<file path="src/design/dpq_pkg.sv">
package dpq_pkg;

	localparam int CAPACITY_DEF = 1024;
	localparam int CMD_W        = 2;
	localparam int CLIENT_W     = 31;
	localparam int PRIO_W       = 32;
	localparam int COUNT_W      = 16;
	localparam int STATUS_W     = 2;
	localparam int OR_RADIX_LOG = 5;
	localparam int OR_RADIX     = 1 << OR_RADIX_LOG;
	localparam int IN_DATA_W    = 72;
	localparam int OUT_DATA_W   = 40;

	localparam logic [COUNT_W-1:0] COUNT_MAX = '1;

	typedef enum logic [CMD_W-1:0] {
		CMD_INSERT  = 2'd0,
		CMD_POP_MAX = 2'd1,
		CMD_POP_MIN = 2'd2,
		CMD_NOP     = 2'd3
	} cmd_t;

	typedef enum logic [STATUS_W-1:0] {
		ST_INSERTED = 2'd0,
		ST_POPPED   = 2'd1,
		ST_EMPTY    = 2'd2,
		ST_FULL     = 2'd3
	} status_t;

	typedef enum logic [2:0] {
		OP_NONE,
		OP_INSERT,
		OP_DUP,
		OP_POPMIN_DEC,
		OP_POPMIN_SHIFT,
		OP_POPMAX
	} op_t;

	typedef enum logic [1:0] {
		S_IDLE,
		S_SEARCH,
		S_APPLY
	} state_t;

	// what a cell shows its neighbors and the top level
	typedef struct packed {
		logic                       valid;
		logic signed [PRIO_W-1:0]   prio;
		logic [CLIENT_W-1:0]        client;
		logic [COUNT_W-1:0]         count;
		logic                       lt;
		logic                       eq;
	} cell_t;

	// broadcast to every cell
	typedef struct packed {
		op_t                        op;
		logic signed [PRIO_W-1:0]   key;
		logic [CLIENT_W-1:0]        client;
	} cell_ctl_t;

	localparam cell_t CELL_LEFT_END  = '{lt: 1'b1, default: '0};
	localparam cell_t CELL_RIGHT_END = '{default: '0};

	// registered levels of a radix-32 or tree over n leaves
	function automatic int tree_levels(input int n);
		int levels;
		levels = 0;
		for (int l = 0; l < 4; l++) begin
			if ((1 << (OR_RADIX_LOG * l)) < n) begin
				levels++;
			end
		end
		if (levels == 0) begin
			levels = 1;
		end
		return levels;
	endfunction

	// number of nodes at tree level l
	function automatic int level_width(input int n, input int l);
		return (n + (1 << (OR_RADIX_LOG * l)) - 1) >> (OR_RADIX_LOG * l);
	endfunction

endpackage

</file>
<file path="src/design/dpq_or_tree.sv">
module dpq_or_tree #(
	parameter int N  = dpq_pkg::CAPACITY_DEF,
	parameter int DW = 1
) (
	input  logic          clk,
	input  logic [DW-1:0] din [N],
	output logic [DW-1:0] dout
);
	import dpq_pkg::*;

	localparam int LEVELS = tree_levels(N);

	logic [DW-1:0] lvl_q [1:LEVELS][N];
	logic [DW-1:0] lvl_d [1:LEVELS][N];

	// each node ors up to 32 nodes of the level below
	always_comb begin
		for (int l = 1; l <= LEVELS; l++) begin
			for (int j = 0; j < N; j++) begin
				lvl_d[l][j] = '0;
				if (j < level_width(N, l)) begin
					for (int k = 0; k < OR_RADIX; k++) begin
						if (j * OR_RADIX + k < level_width(N, l - 1)) begin
							if (l == 1) begin
								lvl_d[l][j] = lvl_d[l][j] | din[j * OR_RADIX + k];
							end else begin
								lvl_d[l][j] = lvl_d[l][j] | lvl_q[l - 1][j * OR_RADIX + k];
							end
						end
					end
				end
			end
		end
	end

	always_ff @(posedge clk) begin
		lvl_q <= lvl_d;
	end

	assign dout = lvl_q[LEVELS][0];

endmodule

</file>
<file path="config.mk">
export PLATFORM = sky130hd
export DESIGN_NAME = dpq_or_tree
export DESIGN_NICKNAME = d
export VERILOG_FILES = /design/src/design/dpq_pkg.sv /design/src/design/dpq_or_tree.sv
export SDC_FILE = /design/constraint.sdc
export NUM_CORES = 1
export LEC_CHECK = 0
export ABC_CLOCK_PERIOD_IN_PS = 1170
export BUFFER_PORTS_ARGS = -buffer_cell sky130_fd_sc_hd__buf_2
export CAP_MARGIN = 10
export CORE_AREA = 2 2 397 399
export DETAILED_ROUTE_END_ITERATION = 7
export DIE_AREA = 0 0 399 401
export GPL_ROUTABILITY_DRIVEN = 0
export SETUP_SLACK_MARGIN = 0.02
export SLEW_MARGIN = 20
export SYNTH_ARGS = -nofsm -noshare
export SYNTH_HDL_FRONTEND = slang
export SYNTH_SLANG_ARGS = --single-unit
</file>
<file path="constraint.sdc">
create_clock -name clk -period 1.17 [get_ports clk]
set_clock_uncertainty 0.15 [all_clocks]
set_input_delay 0 -clock clk [delete_from_list [all_inputs] [get_ports clk]]
set_output_delay 0 -clock clk [all_outputs]
set_load 0.1 [all_outputs]
</file>
Yosys cells after proc, flatten, opt, wreduce, memory -nomap -nowiden
Index checks and enable logic that the tools add are counted.
{"block": "totals", "reg_bits": 33}
{"block": "op_classes", "bitwise": 1023}
{"cell": "bitwise OR 1 bit", "n": 1023}

Logic depth before layout (Yosys ltp)
Gate-level depths: netlist (run 1).
{"block": "depth", "word_depth": 31, "depth_mapped": 3}

Least setup slack after synthesis (run 1)
OpenSTA, ideal clock, no wires.
{"block": "synth_timing", "kind": "flip-flop to flip-flop", "startpoint": "reg lvl_q[2022] in the netlist's numbering", "endpoint": "reg lvl_q, in the netlist dout", "required_ps": 900, "slack_ps": 60, "t_arrival_ps": 840, "path_stages_with_launch": 4, "synth_period_minus_slack_ps": 1110, "n_path_buf": 0, "cell_sequence": "dfxtp_1 -> nor4_1 -> nand4_1 -> or2_1"}
{"item": "from (decl)", "line_no": "dpq_or_tree.sv:13", "rtl": "logic [DW-1:0] lvl_q [1:LEVELS][N];"}
{"item": "from (signal assigned)", "line_no": "dpq_or_tree.sv:37", "rtl": "lvl_q <= lvl_d;"}

==> results of run 1 <==
==> logic make-up after synthesis <==
kind of cell / count (synthesis) / share of synthesized area (%)
AND/OR/NAND/NOR: 363 / 78.9
flip-flops: 33 / 21.1
==> what timing repair did <==
action | 4_1_cts | 5_1_grt
gates cloned | 0 | 0
pin swaps | 2 | 6
buffers inserted | 0 | 0
setup endpoints to repair | 3 | 8
hold buffers | 14 | 2
endpoints found under the hold margin | 29 | 29
gates resized for setup | 7 | 11
==> layout make-up <==
cell class	count	area [um^2]	share of cell area, %
repair buffers	1093	5730	48.5
flip-flops and latches	33	664	5.62
clock buffers	7	143	1.21
clock inverters	1	30.0	0.254
well taps	2058	2570	21.8
multi-input cells	363	2560	21.7
diodes	46	115	0.973
==> cells in the mapped netlist <==
library cell,n
or2_1,33
nand4_1,66
nor4_2,33
dfxtp_1,33
nor4_1,231
==> report_power, final <==
part | internal (uW) | switching [uW] | total (uW)
clock network | 1070 | 808 | 1880
logic | 1390 | 848 | 2240
registers | 1120 | 0.000000642 | 1120
==> metrics by stage <==
step	setup WS, ps	power, uW
after floorplan	60.0	1320
after global placement	-848	3250
after detailed placement	-819	3280
after CTS	-549	5510
after global routing	-559	5670
final	-472	5250
==> layer usage <==
metal	vias up	global-route usage (%)	part of all wire, %
met2	890	11.3	48
met5	-	0.393	0.52
met3	175	3.45	13
li1	4110	-	-
met4	28	3.39	5.0
met1	4106	6.53	34
==> worst register-to-register path, cell delays in order, from the launching register on <==
cell and delay [ps]:
dfxtp_2 330, nor4_4 360, buf_4 200, nand4_1 200, or2_1 290
==> registers in the layout, summed over array words and instances, names as in the netlist <==
name   cells
dout       1
lvl_q     32
==> worst paths after layout <==
check | slack [ps] | to | cells past startpoint | startpoint
max reg2reg | -470 | dout$_DFF_P_ | 4 | lvl_q[2030]$_DFF_P_
min | -160 | lvl_q[2017]$_DFF_P_ | 4 | din[47]
min reg2reg | 430 | dout$_DFF_P_ | 3 | lvl_q[2042]$_DFF_P_
max | -470 | dout$_DFF_P_ | 4 | lvl_q[2030]$_DFF_P_
==> impl_results.md, run 1 <==
* Status: finished, violations left
* Failing checks: negative hold slack, negative setup slack
* RSZ-0062 raised after global routing: true
* Vias in the first global route at 9038
* Pin count of the biggest net entering global routing at 11
* ANT nets after route at 0
* Synthesized area at 0.00314 mm^2
* Layout area overhead at 277%
* Row cnt at 145
* WHS at -163 ps
* Critical Path RT at 1240 ps
* Starting density of the core at 2.02%
* Max Clk Rate at 0.609 GHz
* Endpoints failing hold at 31
* Remaining routing DRC violations at 0
* Sequential share of the synthesized area at 21.1%
* Clk slew on worst S/H paths at 80 ps
* Syn_nets at 1421
* Period Utilization, post-route at 140%
* CP max stage delay at 360 ps
* Cells after DPL at 3533
* Crit start category: flop
* Wire per inst at 15.9 um
* Yosys warns at 0
* Clk sinks at 33
* Critical path arrival at 1710 ps
* Total clock buffers created by CTS at 5
* Synth cell types at 5
* Post-DP HPWL at 51.5 mm
* # IOs at 1026
* IO buf count at 1025
* Root cell of the clock tree: clkbuf_16
* Critical path type: flop to flop
* Die area at 0.160 mm^2
* Worst hold path type: input pin to flop
* GRT overflow at 0
* Worst-skew pair later-pin latency at 340 ps
* Die H at 401 um
* Share of cells above drive strength 1 at 75.7%
* Placed cell areas at 0.0113 mm^2
* Leakage Power at 0.00497 uW
* Worst Max-Slew Pin Slew at 566 ps
* Drt first pass iters at 6
* Filler Cells Inserted at 18300
* Initial antenna violation count at 83
* Crit-path slowest cell: nor4_4
* Max Root-Sink Buffers at 2
* CP Buf/Inv Count at 1
* WL final at 57.4 mm
* Final instance area at 0.0118 mm^2
* CTS tree: done
* Syn Inst Count at 396
* Net total in the final layout at 2521
* Yosys top cell by area: nor4_1
* Register bit count reported by yosys at 33
* Worst setup EP type: flop
* GRT Util Overall at 6.63%
* Top post-synthesis cells by area: nor4_1, dfxtp_1, nand4_1
* First-pass GRT wire length at 70.4 mm
* Core Util, Final at 7.60%
* Synth top area share at 46.1%
* Synthesized area per cell at 7.92 um^2
* Pins Over Slew Limit at 0
* Via count at 9309
* CTS H-Tree Depth at 2
* Post-Layout Cell Count at 3601
* Core box area at 0.156 mm^2
* Power per cell area at 444 mW/mm^2
* Final WS setup at -472 ps
* 1st-iter DRT viols at 848
* Die width at 399 um
* Slew headroom at 61.9%
* Crit path cell chain: nor4_4 -> buf_4 -> nand4_1 -> or2_1
* MaxCap Viol Count at 0
* VDD IR-drop max at 0.544 mV
* Setup TNS at -472 ps
* Crit-path max FO at 2
* Routed vias/inst at 2.59
* Commonest non-fill, non-tap cells in the layout: buf_2, nor4_1, nand4_1, buf_4, nor4_2
* Delay-heaviest family, CP: simple AND/OR/NAND/NOR gates
* Most common cell after layout, fill and taps aside: buf_2
* Final Setup Violations at 1
* Min Clock Period, post-route at 1640 ps
No activity file was read; power rests on OpenSTA's default activity.
==> run 2: changes to the inputs <==
--- a/config.mk
+++ b/config.mk
@@ -12,6 +12,7 @@
 export DETAILED_ROUTE_END_ITERATION = 7
 export DIE_AREA = 0 0 399 401
 export GPL_ROUTABILITY_DRIVEN = 0
+export RECOVER_POWER = 50
 export SETUP_SLACK_MARGIN = 0.02
 export SLEW_MARGIN = 20
 export SYNTH_ARGS = -nofsm -noshare
==> run 2 against run 1 <==
Effect of this change:
- the run still ends with negative hold slack, negative setup slack left
- non-clock buffer count unchanged
- final cell count increased by 0.22%
- first-iteration DRC count decreased by 5.2%
- cell area increased by 0.17%
- via count increased by 0.97%
- global-route usage unchanged
- sequential cell count unchanged
- clock-buffer cell count unchanged
- critical path depth unchanged
- maximum frequency unchanged
- critical endpoint unchanged
==> impl_results.md, run 2 (synthesized netlist as in run 1, its figures left out) <==
* Crit-path max FO at 2
* Initial antenna violation count at 83
* Final WS setup at -472 ps
* Share of cells above drive strength 1 at 75.7%
* Worst Max-Slew Pin Slew at 516 ps
* Clk slew on worst S/H paths at 80 ps
* Max Root-Sink Buffers at 2
* Vias in the first global route at 9038
* Critical path type: flop to flop
* 1st-iter DRT viols at 804
* Slew headroom at 65.3%
* Remaining routing DRC violations at 0
* Pins Over Slew Limit at 0
* RSZ-0062 raised after global routing: true
* # IOs at 1026
* CTS tree: done
* Placed cell areas at 0.0113 mm^2
* Min Clock Period, post-route at 1640 ps
* Wire per inst at 15.9 um
* Failing checks: negative hold slack, negative setup slack
* Commonest non-fill, non-tap cells in the layout: buf_2, nor4_1, nand4_1, buf_4, nor4_2
* Clk sinks at 33
* Critical Path RT at 1240 ps
* Drt first pass iters at 7
* Worst Hold Depth at 4
* Die area at 0.160 mm^2
* Most common cell after layout, fill and taps aside: buf_2
* GRT Util Overall at 6.63%
* Crit start category: flop
* CTS H-Tree Depth at 2
* Via count at 9399
* Pin count of the biggest net entering global routing at 11
* IO buf count at 1025
* WHS at -164 ps
* Routed vias/inst at 2.60
* Worst setup EP type: flop
* Endpoints failing hold at 25
* Max reg flops at 32
* Power per cell area at 443 mW/mm^2
* Max Clk Rate at 0.609 GHz
* WL final at 57.5 mm
* Net total in the final layout at 2521
* Leakage Power at 0.00497 uW
* Root cell of the clock tree: clkbuf_16
* Starting density of the core at 2.02%
* Worst R2R Path Depth at 4
* Die width at 399 um
* Critical path arrival at 1710 ps
* MaxCap Viol Count at 0
* Total clock buffers created by CTS at 5
* Worst hold path type: input pin to flop
* Post-DP HPWL at 51.5 mm
* VDD IR-drop max at 0.544 mV
* Final instance area at 0.0118 mm^2
* Core box area at 0.156 mm^2
* Final Setup Violations at 1
* Setup TNS at -472 ps
* Layout area overhead at 277%
* Period Utilization, post-route at 140%
* GRT overflow at 0
* Row cnt at 145
* Largest register by flop count: lvl_q
* Worst-skew pair later-pin latency at 340 ps
* Status: finished, violations left
* First-pass GRT wire length at 70.4 mm
* Core Util, Final at 7.61%
* Die H at 401 um
* ANT nets after route at 0
-- run 2: critical path: stages (launching register included) --
cell and delay [ps]:
dfxtp_2 330, nor4_4 360, buf_4 200, nand4_1 190, or2_1 290
-- run 2: cell type report --
cell class	count	area (um^2)
fillers	18300	144000
repair buffers	1093	5730
well taps	2058	2570
multi-input cells	363	2560
flip-flops and latches	33	664
clock buffers	7	143
diodes	54	135
clock inverters	1	30.0
-- run 2: routing by layer --
layer / up-vias / global-route usage [%] / wire length [um]
li1: 4122 / - / -
met1: 4168 / 6.53 / 19500
met2: 906 / 11.3 / 27400
met3: 179 / 3.45 / 7520
met4: 24 / 3.39 / 2870
met5: - / 0.393 / 268
-- run 2: path summary, 6_finish.rpt --
| check | start | slack (ps) | to |
|---|---|---|---|
| worst min-delay path | din[41] | -160 | lvl_q[2017]$_DFF_P_ |
| worst min register to register | lvl_q[2042]$_DFF_P_ | 430 | dout$_DFF_P_ |
| worst max register to register | lvl_q[2030]$_DFF_P_ | -470 | dout$_DFF_P_ |
| worst max-delay path | lvl_q[2030]$_DFF_P_ | -470 | dout$_DFF_P_ |
-- run 2: timing repair --
action	4_1_cts	5_1_grt
hold buffers	14	2
buffers inserted	0	0
hold endpoints to repair	29	29
pin swaps	2	6
setup endpoints to repair	3	8
resized for setup	7	11
-- run 2: where the power goes --
group | switching (uW) | internal (uW)
sequential | 0.000000642 | 1120
combinational | 848 | 1390
clock | 809 | 1070
total | 1660 | 3590
-- run 2: through the flow --
| step | setup slack (ps) | power [uW] | instances |
|---|---|---|---|
| global placement | -848 | 3250 | 3533 |
| floorplan | 60.0 | 1320 | 396 |
| finish | -472 | 5250 | 3609 |
| global route | -559 | 5670 | 3585 |
| detailed placement | -819 | 3280 | 3533 |
| CTS | -549 | 5510 | 3555 |
