File: src/design/dpq_pkg.sv
package dpq_pkg;

	localparam int CAPACITY_DEF = 1024;
	localparam int CMD_W        = 2;
	localparam int CLIENT_W     = 31;
	localparam int PRIO_W       = 32;
	localparam int COUNT_W      = 16;
	localparam int STATUS_W     = 2;
	localparam int OR_RADIX_LOG = 5;
	localparam int OR_RADIX     = 1 << OR_RADIX_LOG;
	localparam int IN_DATA_W    = 72;
	localparam int OUT_DATA_W   = 40;

	localparam logic [COUNT_W-1:0] COUNT_MAX = '1;

	typedef enum logic [CMD_W-1:0] {
		CMD_INSERT  = 2'd0,
		CMD_POP_MAX = 2'd1,
		CMD_POP_MIN = 2'd2,
		CMD_NOP     = 2'd3
	} cmd_t;

	typedef enum logic [STATUS_W-1:0] {
		ST_INSERTED = 2'd0,
		ST_POPPED   = 2'd1,
		ST_EMPTY    = 2'd2,
		ST_FULL     = 2'd3
	} status_t;

	typedef enum logic [2:0] {
		OP_NONE,
		OP_INSERT,
		OP_DUP,
		OP_POPMIN_DEC,
		OP_POPMIN_SHIFT,
		OP_POPMAX
	} op_t;

	typedef enum logic [1:0] {
		S_IDLE,
		S_SEARCH,
		S_APPLY
	} state_t;

	// what a cell shows its neighbors and the top level
	typedef struct packed {
		logic                       valid;
		logic signed [PRIO_W-1:0]   prio;
		logic [CLIENT_W-1:0]        client;
		logic [COUNT_W-1:0]         count;
		logic                       lt;
		logic                       eq;
	} cell_t;

	// broadcast to every cell
	typedef struct packed {
		op_t                        op;
		logic signed [PRIO_W-1:0]   key;
		logic [CLIENT_W-1:0]        client;
	} cell_ctl_t;

	localparam cell_t CELL_LEFT_END  = '{lt: 1'b1, default: '0};
	localparam cell_t CELL_RIGHT_END = '{default: '0};

	// registered levels of a radix-32 or tree over n leaves
	function automatic int tree_levels(input int n);
		int levels;
		levels = 0;
		for (int l = 0; l < 4; l++) begin
			if ((1 << (OR_RADIX_LOG * l)) < n) begin
				levels++;
			end
		end
		if (levels == 0) begin
			levels = 1;
		end
		return levels;
	endfunction

	// number of nodes at tree level l
	function automatic int level_width(input int n, input int l);
		return (n + (1 << (OR_RADIX_LOG * l)) - 1) >> (OR_RADIX_LOG * l);
	endfunction

endpackage

File: src/design/dpq_cell.sv
module dpq_cell (
	input  logic              clk,
	input  logic              arst_n,
	input  dpq_pkg::cell_ctl_t ctl,
	input  dpq_pkg::cell_t    left,
	input  dpq_pkg::cell_t    right,
	output dpq_pkg::cell_t    q
);
	import dpq_pkg::*;

	logic                     valid_q;
	logic signed [PRIO_W-1:0] prio_q;
	logic [CLIENT_W-1:0]      client_q;
	logic [COUNT_W-1:0]       count_q;
	logic                     lt;
	logic                     eq;
	logic                     valid_d;
	logic signed [PRIO_W-1:0] prio_d;
	logic [CLIENT_W-1:0]      client_d;
	logic [COUNT_W-1:0]       count_d;

	assign lt = valid_q && (prio_q < ctl.key);
	assign eq = valid_q && (prio_q == ctl.key);

	assign q = '{valid: valid_q, prio: prio_q, client: client_q, count: count_q,
		lt: lt, eq: eq};

	always_comb begin
		valid_d  = valid_q;
		prio_d   = prio_q;
		client_d = client_q;
		count_d  = count_q;
		unique case (ctl.op)
			OP_INSERT: begin
				if (left.lt && !lt) begin
					valid_d  = 1'b1;
					prio_d   = ctl.key;
					client_d = ctl.client;
					count_d  = COUNT_W'(1);
				end else if (!left.lt && !lt) begin
					valid_d  = left.valid;
					prio_d   = left.prio;
					client_d = left.client;
					count_d  = left.count;
				end
			end
			OP_DUP: begin
				if (eq && count_q != COUNT_MAX) begin
					count_d = count_q + COUNT_W'(1);
				end
			end
			OP_POPMIN_DEC: begin
				// only the lowest entry has no valid left neighbor
				if (valid_q && !left.valid) begin
					count_d = count_q - COUNT_W'(1);
				end
			end
			OP_POPMIN_SHIFT: begin
				valid_d  = right.valid;
				prio_d   = right.prio;
				client_d = right.client;
				count_d  = right.count;
			end
			OP_POPMAX: begin
				if (valid_q && !right.valid) begin
					if (count_q > COUNT_W'(1)) begin
						count_d = count_q - COUNT_W'(1);
					end else begin
						valid_d = 1'b0;
					end
				end
			end
			default: begin
			end
		endcase
	end

	always_ff @(posedge clk or negedge arst_n) begin
		if (!arst_n) begin
			valid_q <= 1'b0;
		end else begin
			valid_q <= valid_d;
		end
	end

	always_ff @(posedge clk) begin
		prio_q   <= prio_d;
		client_q <= client_d;
		count_q  <= count_d;
	end

endmodule

File: config.mk
export PLATFORM = sky130hd
export DESIGN_NAME = dpq_cell
export DESIGN_NICKNAME = d
export VERILOG_FILES = /design/src/design/dpq_pkg.sv /design/src/design/dpq_cell.sv
export SDC_FILE = /design/constraint.sdc
export NUM_CORES = 1
export LEC_CHECK = 0
export BUFFER_PORTS_ARGS = -buffer_cell sky130_fd_sc_hd__buf_2
export CAP_MARGIN = 15
export CORE_AREA = 2 2 120 122
export CTS_CLUSTER_DIAMETER = 40
export DETAILED_ROUTE_END_ITERATION = 7
export DIE_AREA = 0 0 122 124
export PLACE_DENSITY = 0.78
export SLEW_MARGIN = 20
export SYNTH_ARGS = -nofsm -noshare
export SYNTH_HDL_FRONTEND = slang
export SYNTH_SLANG_ARGS = --single-unit
File: constraint.sdc
create_clock -name clk -period 6.3 [get_ports clk]
set_clock_uncertainty 0.2 [all_clocks]
set_input_delay 0.63 -clock clk [delete_from_list [all_inputs] [get_ports clk]]
set_output_delay 0.63 -clock clk [all_outputs]
set_load 0.01 [all_outputs]
# Yosys cells after proc, flatten, opt, wreduce, memory -nomap -nowiden
# Cells that the tools add are included.
[totals]
elab_cells = 56
ff_bits = 80
inputBits = 232
out_inout_bits = 82
[op_classes]
eq_ne = 13
mux = 18
reduce_logical = 17
order_cmp = 2
addsub = 2
[ops]
columns = ["cell", "count"]
rows = [
  ["16-bit 2-to-1 mux", 6],
  ["16-bit case mux with 5 select lines", 1],
  ["32-bit 2-to-1 mux", 2],
  ["32-bit case mux with 2 select lines", 1],
  ["31-bit 2-to-1 mux", 2],
  ["31-bit case mux with 2 select lines", 1],
  ["32-bit equality test", 1],
  ["32-bit less-than comparator", 1],
  ["16-bit by 1-bit adder with 16-bit output (second input constant)", 1],
  ["16-bit by 1-bit > comparator with 1-bit output (second input constant)", 1],
  ["16-bit inequality test (second input constant)", 1],
  ["16-bit by 1-bit subtractor with 16-bit output (second input constant)", 1],
  ["2-bit inequality test (second input constant)", 5],
  ["1-bit logical AND", 7],
  ["3-bit by 2-bit equality test with 1-bit output (second input constant)", 2],
  ["3-bit equality test (second input constant)", 2],
  ["6-bit AND reduction", 1],
  ["5-bit nonzero test", 1],
  ["1-bit zero test", 4],
  ["1-bit 2-to-1 mux", 4],
  ["4-bit AND reduction", 1],
  ["3-bit by 1-bit equality test with 1-bit output (second input constant)", 1],
  ["3-bit inequality test (second input constant)", 1],
  ["1-bit case mux with 3 select lines", 1],
  ["3 further kinds", 3],
]

# Longest topological paths before layout
# Gate-level depths: netlist of the first run.
[logic_depth]
word_depth = 7
ltp_mapped = 11
ltp_nobuf = 9

# Least setup slack after synthesis of the first run
# No wires, ideal clock.
[synth_timing]
path_kind = "input -> register"
from = "input port ctl[62] (netlist bit)"
to = "register client_q[0] (enable)"
arrival_time_ps = 5047
path_buffers = 0
stages = 9
slack_ps = 546
setup_time_ps = 506
required_ps = 5594
path_cell_list = "inv_1 > ha_1 > nand4_1 > nor2_1 > a221oi_1 > nand3_1 > nor3_1 > nor3_1 > o22ai_1"
[synth_between]
elab_chain_len = 6
elab_cells_between_ends = 7
cone_classes = "order compare (1); eq/ne (1); reduce/logical (5)"
[synth_rtl]
columns = ["item", "line", "text"]
rows = [
  ["start, declared", "dpq_cell.sv:4", "input dpq_pkg::cell_ctl_t ctl,"],
  ["32-bit less-than comparator *", "dpq_cell.sv:22", "assign lt = valid_q && (prio_q < ctl.key);"],
  ["1-bit logical AND *", "dpq_cell.sv:22", ""],
  ["named net lt", "dpq_cell.sv:15", "logic lt;"],
  ["1-bit zero test *", "dpq_cell.sv:35, dpq_cell.sv:40", ""],
  ["1-bit logical AND, on equally long branches", "dpq_cell.sv:35, dpq_cell.sv:40", ""],
  ["3-bit inequality test (no line) *", "--", ""],
  ["2-bit AND reduction (no line) *", "--", ""],
  ["end signal, assigned", "dpq_cell.sv:88", "client_q <= client_d;"],
  ["end, declared", "dpq_cell.sv:13", "logic [CLIENT_W-1:0] client_q;"],
]
# The timed path passes the listed nets; every way through them passes the cells marked *.
# A chain may end at the register's enable or synchronous reset.

==> flow_summary_export.csv, run 1 <==
group,metric,value,unit
outcome,status,"complete, no violations",
clock_network,postCtsSetupRepairBufs,0,
clock_network,cts.sinks,80,
critical_path,timing.rr.end,"client_q[29]$_DFFE_PP_",
global_routing,antenna_found_initial,1,
floorplan,die_area,15130,sq um
sta,setup_tns,0,ns
global_routing,grt_util_all_layers,23.42,%
floorplan,ios,314,
route,wirelength,17.93,mm
logic_synthesis,synth.most_common_cell,"nand2_1",
power_and_ir_drop,peakVddDrop,0.1377,mV
logic_synthesis,yosysTopAreaCell,"edfxtp_1",
logic_synthesis,ys_ff_latch,80,
critical_path,crit_path_cell_trace,"ha_1, nand4_1, nor4_1, a21boi_1, o41a_1, nor3_1, nor3_1, buf_2",
clock_network,ctsLongestPathBuffers,2,
route,drc,0,
logic_synthesis,synthCells,629,
global_routing,grt_max_degree,55,
critical_path,slowest_stage,"nor3_1",
sta,final_hold_viol_count,0,
floorplan,num_rows,43,
logic_synthesis,synth_area,6035,sq um
placed_design,placedCellCount,1081,
sta,maxSlewHeadroom,35.35,%
critical_path,path_buf_inv,1,
global_routing,grt_pass1_vias,5422,
clock_network,cts_htree_levels,3,
logic_synthesis,syn_nets,896,
power_and_ir_drop,p_leak,0.003689,uW
critical_path,reg2reg_from,"prio_q[15]$_DFFE_PP_",
layout,fin_area,7905,sq um
layout,final_cells,1099,
floorplan,die_y,124,um
logic_synthesis,synth-main-ff-cell,"edfxtp_1",
global_routing,grt_pass1_wl,27.12,mm
floorplan,die_w,122,um
route,ant_nets,0,
critical_path,cp_top_family,"simple AND/OR/NAND/NOR gates",
clock_network,clk_latency,0.34,ns
layout,final_core_util,57.62,%
floorplan,core_area,13720,sq um
min_path,hp-start,"right[56]",
sta,setup-violations-final,0,
floorplan,initial_core_util,43.99,%
route,detail_route.iter0.violations,329,
sta,period_share,62.32,%
logic_synthesis,synth.area.top_cells,"edfxtp_1, mux2i_1, ha_1",
route,firstDrtPassIters,5,
run,maxCapViolCount,0,
route,via_per_inst,5.263,
critical_path,path_max_fanout,4,
logic_synthesis,ys_types,65,
clock_network,numCtsBuffers,9,
critical_path,end_kind,"primary output",
placed_design,place_hpwl,14.23,mm
clock_network,cts_tree,"done",
clock_network,root_buffer,"clkbuf_16",
logic_synthesis,ys_async_sr_fraction,1.250,%
layout,drive_above_1_share,38.02,%
global_routing,grt_overflow,0,
logic_synthesis,synthTopCellsByCount,"nand2_1, edfxtp_1, o21ai_0, mux2i_1, inv_1",
critical_path,crit_required,5.47,ns
min_path,hold_depth,3,
layout,n_fill_cell,1250,
logic_synthesis,synth_top_area_share,39.31,%
route,vias,5784,
clock_network,clkSlewWorstSetupHoldPaths,0.06,ns
critical_path,worstPathArrival,3.10,ns
critical_path,critPathMostFrequentCell,"nor3_1",
min_path,holdPathEnd,"prio_q[7]$_DFFE_PP_",
sta,tightest_slew,0.9674,ns
critical_path,reg2reg_depth,9,
route,wire_per_inst,16.31,um
critical_path,regToRegSetupSlack,2.53,ns
critical_path,setup.worst_path.start_class,"flip-flop",
layout,syn2layout_area_growth,31.00,%
critical_path,critPathMaxStageDelay,0.59,ns
layout,nets,1180,
sta,drv_slew,0,
critical_path,crit_type,"reg -> out",
placed_design,port_buffers,310,
logic_synthesis,synth-edff-count,79,
placed_design,pre_cts_ws,2.088,ns
logic_synthesis,synth_warnings,0,
sta,setup_slack,2.374,ns
logic_synthesis,ys_seq_area_share,39.73,%
power_and_ir_drop,powerDensity,214.0,nW/um^2
placed_design,placed_cell_area,7597,sq um
sta,post-route-min-period,3.926,ns
sta,rsz0062_at_grt,"false",
min_path,min_path_type,"in -> reg",
sta,fmax,0.2547,GHz
placed_design,gp_congestion,0.8693,
logic_synthesis,synth.avg_cell_area,9.594,sq um
## final cells by class
type                       instances  area, sq um  share of cell area, %
antenna                            1        2.502                0.03166
clock buffer                       9        225.2                  2.849
clock inverter                     7        70.07                 0.8864
inverter                          38        142.6                  1.804
multi-input combinational        465         3221                  40.74
sequential                        80         2397                  30.33
tap                              180        225.2                  2.849
timing repair buffer             319         1622                  20.51
## worst max-delay path by stage
stage	depth (start not counted)	endpoint	startpoint
finish	8	q[1]	prio_q[15]$_DFFE_PP_
CTS	8	q[1]	prio_q[14]$_DFFE_PP_
floorplan	9	client_q[0]$_DFFE_PP_	ctl[62]
global route	8	q[1]	prio_q[15]$_DFFE_PP_
global placement	11	client_q[30]$_DFFE_PP_	ctl[62]
detailed placement	11	client_q[30]$_DFFE_PP_	ctl[62]
## power by group
| group | total (uW) | internal [uW] | switching (uW) |
|---|---|---|---|
| registers | 699 | 654 | 45.3 |
| logic | 463 | 211 | 252 |
| clock network | 529 | 308 | 221 |
## logic make-up after synthesis
kind of cell | synth area share, %
and+or+nand+nor | 15.45
AOI/OAI and AO/OA | 15.51
buffers and inverters | 7.547
DFF | 39.73
muxes | 10.45
adders and majority gates | 7.257
xor gates and xnor gates | 4.064
## layout by cell type (no fill, tap or decap), types with 7 or more instances in the layout
cell       count
ha_1          35
mux2i_1       63
a21oi_1       28
buf_2        310
inv_1         38
edfxtp_1      79
xor2_1        11
nor2_1        20
nand3_1       13
buf_4          8
xnor2_1       17
o21ai_1       10
clkbuf_16      9
nor3_1         7
nand4_1       12
nand2_1       87
o21ai_0       70
## registers in the layout (all words and copies together) (netlist names)
| register | count |
|---|---|
| prio_q | 32 |
| client_q | 31 |
| count_q | 16 |
| valid_q | 1 |
## worst reg2reg max path, cell delays in order (launching register included)
cell and delay (ns):
edfxtp_1 0.41, ha_1 0.33, nand4_1 0.17, nor4_1 0.10
a21boi_1 0.14, o41a_1 0.47, o221ai_4 0.76, buf_4 0.46
mux2i_1 0.33, o21ai_0 0.12
## through the flow
| step | hold WS [ns] | power (uW) |
|---|---|---|
| 3_5_place_dp | 0.2064 | 1174 |
| 5_1_grt | 0.3594 | 1786 |
| 3_3_place_gp | 0.2062 | 1161 |
| 6_report | 0.3605 | 1692 |
| 4_1_cts | 0.3448 | 1707 |
| 2_1_floorplan | 0.1344 | 1004 |
## timing repair
item	CTS	global route
endpoints found under the hold margin	1	0
hold buffers	1	0
gates resized for setup	0	0
## layer usage
layer,part of all wire (%),track usage (%),vias up
met3,8.1,5.449,38
li1,-,-,2872
met5,0,0,-
met2,47,38.97,258
met4,3.1,10.49,0
met1,41,29.05,2616
Note: power is estimated with default switching activity, not from simulation.
==> run 2, diff against run 1 <==
- clock period: 6.3 -> 3.76 ns (I/O delays scaled with it)
==> run 2 against run 1 <==
Against the previous run:
- first-iteration DRC count grew 13%
- clock power grew 89%
- largest cell class unchanged
- largest power group unchanged
- critical path type unchanged
- count of clock-buffer cells in the layout grew 2
==> flow_summary_export.csv, run 2 (synthesis gave the netlist of run 1 again) <==
group,metric,value,unit
outcome,status,"complete, no violations",
sta,post-route-min-period,3.264,ns
critical_path,path_max_fanout,4,
layout,nets,1183,
clock_network,ctsLongestPathBuffers,2,
global_routing,grt_util_all_layers,23.39,%
route,wirelength,17.60,mm
sta,whs,0.1077,ns
layout,final_core_util,58.25,%
sta,final_hold_viol_count,0,
clock_network,postCtsSetupRepairBufs,0,
global_routing,grt_max_degree,87,
layout,syn2layout_area_growth,32.43,%
power_and_ir_drop,p_seq_share,39.4,%
power_and_ir_drop,clkPwrFrac,33.9,%
run,maxCapViolCount,0,
route,firstDrtPassIters,5,
floorplan,die_y,124,um
layout,layout_common_cells,"buf_2, nand2_1, edfxtp_1, o21ai_0, mux2i_1",
clock_network,cts.sinks,80,
clock_network,clkSlewWorstSetupHoldPaths,0.06,ns
critical_path,crit_required,3.18,ns
clock_network,cts-hold-fix-buffers,1,
clock_network,numCtsBuffers,9,
placed_design,port_buffers,310,
sta,maxSlewHeadroom,50.95,%
clock_network,clk_latency,0.34,ns
sta,drv_slew,0,
placed_design,placedCellCount,1084,
layout,final_cells,1101,
clock_network,cts_resized,0,
power_and_ir_drop,peakVddDrop,0.2441,mV
global_routing,grt_pass1_wl,27.25,mm
global_routing,grt_overflow,0,
floorplan,ios,314,
sta,setup_tns,0,ns
layout,n_antenna_cell,0,
floorplan,die_w,122,um
global_routing,grt_pass1_vias,5573,
layout,largest_register_ffs,32,
route,vias,5780,
power_and_ir_drop,powerDensity,370.6,nW/um^2
layout,reg_top3,"prio_q: 32 flops, client_q: 31 flops, count_q: 16 flops",
placed_design,gp_congestion,0.8838,
route,wire_per_inst,15.98,um
sta,setup-violations-final,0,
min_path,min_path_type,"in -> reg",
clock_network,cts_tree,"done",
layout,drive_above_1_share,38.11,%
route,ant_nets,0,
clock_network,root_buffer,"clkbuf_16",
power_and_ir_drop,p_comb_share,26.8,%
route,detail_route.iter0.violations,372,
placed_design,placed_cell_area,7645,sq um
route,via_per_inst,5.250,
global_routing,antenna_found_initial,0,
floorplan,initial_core_util,43.99,%
layout,final_common_cell,"buf_2",
layout,fin_area,7991,sq um
floorplan,num_rows,43,
critical_path,worstPathArrival,2.69,ns
sta,period_share,86.81,%
power_and_ir_drop,intPower,2111,uW
critical_path,setup.worst_path.start_class,"flip-flop",
clock_network,cts_htree_levels,3,
critical_path,crit_type,"reg -> out",
route,drc,0,
power_and_ir_drop,p_leak,0.003729,uW
sta,rsz0062_at_grt,"false",
sta,tightest_slew,0.7358,ns
sta,fmax,0.3064,GHz
power_and_ir_drop,swShare,28.74,%
floorplan,die_area,15130,sq um
placed_design,place_hpwl,13.82,mm
critical_path,end_kind,"primary output",
layout,largest-register,"prio_q",
power_and_ir_drop,p_sw,851.2,uW
critical_path,regToRegSetupSlack,0.54,ns
floorplan,core_area,13720,sq um
==> run 2: worst paths after layout <==
| kind | to | depth (start not counted) | from |
|---|---|---|---|
| max reg2reg | prio_q[1]$_DFFE_PP_ | 9 | prio_q[15]$_DFFE_PP_ |
| max | q[1] | 9 | prio_q[15]$_DFFE_PP_ |
| min reg2reg | count_q[15]$_DFFE_PP_ | 3 | count_q[15]$_DFFE_PP_ |
| min | client_q[4]$_DFFE_PP_ | 3 | right[22] |
| max in group asynchronous | valid_q$_DFFE_PN0P_ | 2 | arst_n |
| min in group asynchronous | valid_q$_DFFE_PN0P_ | 2 | arst_n |
==> run 2: final cells by class <==
| cell class | instances | area [sq um] |
|---|---|---|
| clock buffers | 11 | 232.7 |
| clock inverters | 5 | 103.9 |
| fillers | 1258 | 5728 |
| inverters | 38 | 142.6 |
| multi-input cells | 465 | 3221 |
| flip-flops and latches | 80 | 2397 |
| well taps | 180 | 225.2 |
| repair buffers | 322 | 1669 |
==> run 2: metrics by stage <==
stage                     power, uW  setup WS [ns]
after detailed placement       1979         0.4374
after global placement         1958         0.4656
after CTS                      2990         0.4260
after global routing           3117         0.2584
after floorplan                1681         0.3396
final                          2962         0.4959
==> run 2: worst max-delay path, cell delays in order, from the launching register on <==
cell      delay [ns]
edfxtp_1        0.39
ha_1            0.32
nand4_1         0.17
nor4_1          0.41
a21boi_1        0.24
o41a_1          0.28
nor3_1          0.07
nor3_1          0.17
buf_4           0.16
buf_2           0.14
==> run 2: routing by layer <==
metal  track usage [%]  vias to the layer above  routed length (um)
met5                 0                        -                   0
met4             8.621                        0                 459
met3             5.952                       32                1346
met2             40.71                      246                8631
met1             27.97                     2624                7161
li1                  -                     2878                   -
==> run 2: power by group through the flow <==
stage	clock network (uW)	logic (uW)	registers, uW
CTS	1030	798	1170
global placement	0	778	1180
detailed placement	0	794	1180
global route	1060	881	1180
finish	1000	793	1170
floorplan	0	484	1200
==> run 3, diff against run 2 <==
- CORE_AREA: 2 2 120 122 -> not set
- CORE_MARGIN: not set -> 5
- CORE_UTILIZATION: not set -> 47
- DIE_AREA: 0 0 122 124 -> not set
- MAX_ROUTING_LAYER: not set -> met4
- PLACE_DENSITY: 0.78 -> 0.83
==> run 3 against run 2 <==
Against the previous run:
- global-route usage up 1.5 points
- via count grew 2.2%
- register-to-register slack better by 0.03 ns
- largest cell class unchanged
- largest power group unchanged
==> flow_summary_export.csv, run 3 (synthesis gave the netlist of run 1 again) <==
group,metric,value,unit
clock_network,cts_htree_levels,3,
outcome,status,"complete, no violations",
floorplan,die_y,123.3,um
power_and_ir_drop,swShare,30.78,%
route,wirelength,19.07,mm
route,ant_nets,0,
power_and_ir_drop,p_seq_share,40.8,%
route,vias,5906,
clock_network,numCtsBuffers,9,
global_routing,antenna_found_initial,0,
route,wl_met3,1.611,mm
route,wire_per_inst,17.45,um
run,maxCapViolCount,0,
route,detail_route.iter0.violations,301,
sta,period_share,89.15,%
layout,drive_above_1_share,38.22,%
sta,setup-violations-final,0,
sta,maxSlewHeadroom,39.57,%
clock_network,clkSlewWorstSetupHoldPaths,0.07,ns
critical_path,path_max_fanout,4,
layout,reg_top3,"prio_q: 32 flops, client_q: 31 flops, count_q: 16 flops",
clock_network,clk_latency,0.34,ns
global_routing,grt_pass1_wl,28.29,mm
placed_design,place_hpwl,15.30,mm
power_and_ir_drop,power.total,2870,uW
sta,setup_tns,0,ns
clock_network,cts.sinks,80,
route,firstDrtPassIters,5,
global_routing,grt_overflow,0,
clock_network,ctsLongestPathBuffers,2,
sta,drv_slew,0,
power_and_ir_drop,p_sw,883.4,uW
layout,nets,1183,
critical_path,crit_required,3.18,ns
power_and_ir_drop,intPower,1987,uW
critical_path,cp_top_family,"simple AND/OR/NAND/NOR gates",
global_routing,grt_max_degree,49,
floorplan,die_w,123.3,um
critical_path,slowest_stage,"nor4_1",
clock_network,cts_tree,"done",
power_and_ir_drop,p_leak,0.003723,uW
sta,post-route-min-period,3.352,ns
clock_network,root_buffer,"clkbuf_16",
min_path,min_path_type,"in -> reg",
floorplan,core_area,12620,sq um
route,met1_length,7.527,mm
critical_path,crit_path_cell_trace,"ha_1, nand4_1, nor4_1, a21boi_1, o41a_1, nor3_1, nor3_1, buf_4, buf_2",
route,via_per_inst,5.403,
placed_design,port_buffers,310,
layout,largest_register_ffs,32,
layout,final_common_cell,"buf_2",
power_and_ir_drop,clkPwrFrac,31.3,%
critical_path,setup.worst_path.start_class,"flip-flop",
critical_path,end_kind,"primary output",
critical_path,critPathMostFrequentCell,"nor3_1",
floorplan,ios,314,
critical_path,critPathMaxStageDelay,0.44,ns
layout,layout_common_cells,"buf_2, nand2_1, edfxtp_1, o21ai_0, mux2i_1",
route,drc,0,
sta,final_hold_viol_count,0,
floorplan,die_area,15210,sq um
placed_design,gp_congestion,0.9204,
sta,rsz0062_at_grt,"false",
power_and_ir_drop,powerDensity,359.4,nW/um^2
sta,tightest_slew,0.9043,ns
power_and_ir_drop,peakVddDrop,0.2203,mV
global_routing,grt_util_all_layers,24.94,%
layout,final_core_util,63.29,%
sta,fmax,0.2983,GHz
critical_path,path_buf_inv,2,
clock_network,cts_resized,0,
floorplan,initial_core_util,47.82,%
route,wl_met2,9.423,mm
critical_path,worstPathArrival,2.78,ns
route,dr.max_layer_used,"met4",
floorplan,num_rows,41,
layout,n_antenna_cell,0,
critical_path,crit_type,"reg -> out",
layout,largest-register,"prio_q",
layout,syn2layout_area_growth,32.35,%
power_and_ir_drop,p_comb_share,27.9,%
global_routing,grt_pass1_vias,5731,
-- run 3: cell types whose count changed in the layout (fill, tap and decap cells not counted), sizes merged --
| cell | before | now |
|---|---|---|
| bufinv | 3 | 1 |
| clkbuf | 11 | 9 |
| clkinv | 1 | 3 |
| clkinvlp | 0 | 1 |
| inv | 39 | 40 |
-- run 3: final timing paths --
kind	startpoint	to	slack (ns)	cells past startpoint
worst min-delay path	right[24]	client_q[6]$_DFFE_PP_	0.11	3
worst max-delay path	prio_q[13]$_DFFE_PP_	q[1]	0.41	9
max in group asynchronous	arst_n	valid_q$_DFFE_PN0P_	3.11	2
worst max register to register	prio_q[13]$_DFFE_PP_	prio_q[26]$_DFFE_PP_	0.57	10
worst min register to register	valid_q$_DFFE_PN0P_	valid_q$_DFFE_PN0P_	0.66	3
min in group asynchronous	arst_n	valid_q$_DFFE_PN0P_	0.16	2
-- run 3: cell type report --
type	count	area, sq um
well taps	172	215.2
flip-flops and latches	80	2397
fillers	1069	4633
multi-input cells	465	3221
clock inverters	7	78.83
repair buffers	322	1707
inverters	38	142.6
clock buffers	9	225.2
-- run 3: through the flow --
stage / cell area, sq um / worst slack, ns / std cells / hold WS [ns]
2_1_floorplan: 6048 / 0.3396 / 629 / -0.1196
3_3_place_gp: 7672 / 0.5490 / 1076 / -0.04662
3_5_place_dp: 7672 / 0.4672 / 1076 / -0.04591
4_1_cts: 7986 / 0.3921 / 1093 / 0.09202
5_1_grt: 7986 / 0.1767 / 1093 / 0.1125
6_report: 7986 / 0.4081 / 1093 / 0.1080
-- run 3: layer usage --
layer | GRT usage, % | vias up
li1 | - | 2872
met3 | 5.124 | 40
met5 | - | -
met1 | 28.94 | 2723
met4 | 9.412 | 0
met2 | 42.64 | 271
-- run 3: what timing repair did --
item,CTS,global route
setup endpoints to repair,0,0
hold endpoints to repair,1,0
buffers inserted,0,0
hold buffers,1,0
-- run 3: worst reg2reg max path, cell delays in order (launching register included) --
cell	delay, ns
edfxtp_1	0.39
ha_1	0.31
nand4_1	0.19
nor4_1	0.44
a21boi_1	0.26
o41a_1	0.28
o21a_1	0.14
nor3_1	0.04
buf_4	0.15
o22ai_4	0.13
buf_4	0.32
-- run 3: power by group through the flow --
stage / combinational, uW / sequential [uW] / clock, uW
floorplan: 484 / 1200 / 0
global placement: 778 / 1180 / 0
detailed placement: 798 / 1190 / 0
CTS: 803 / 1170 / 918
global route: 882 / 1180 / 949
finish: 801 / 1170 / 899
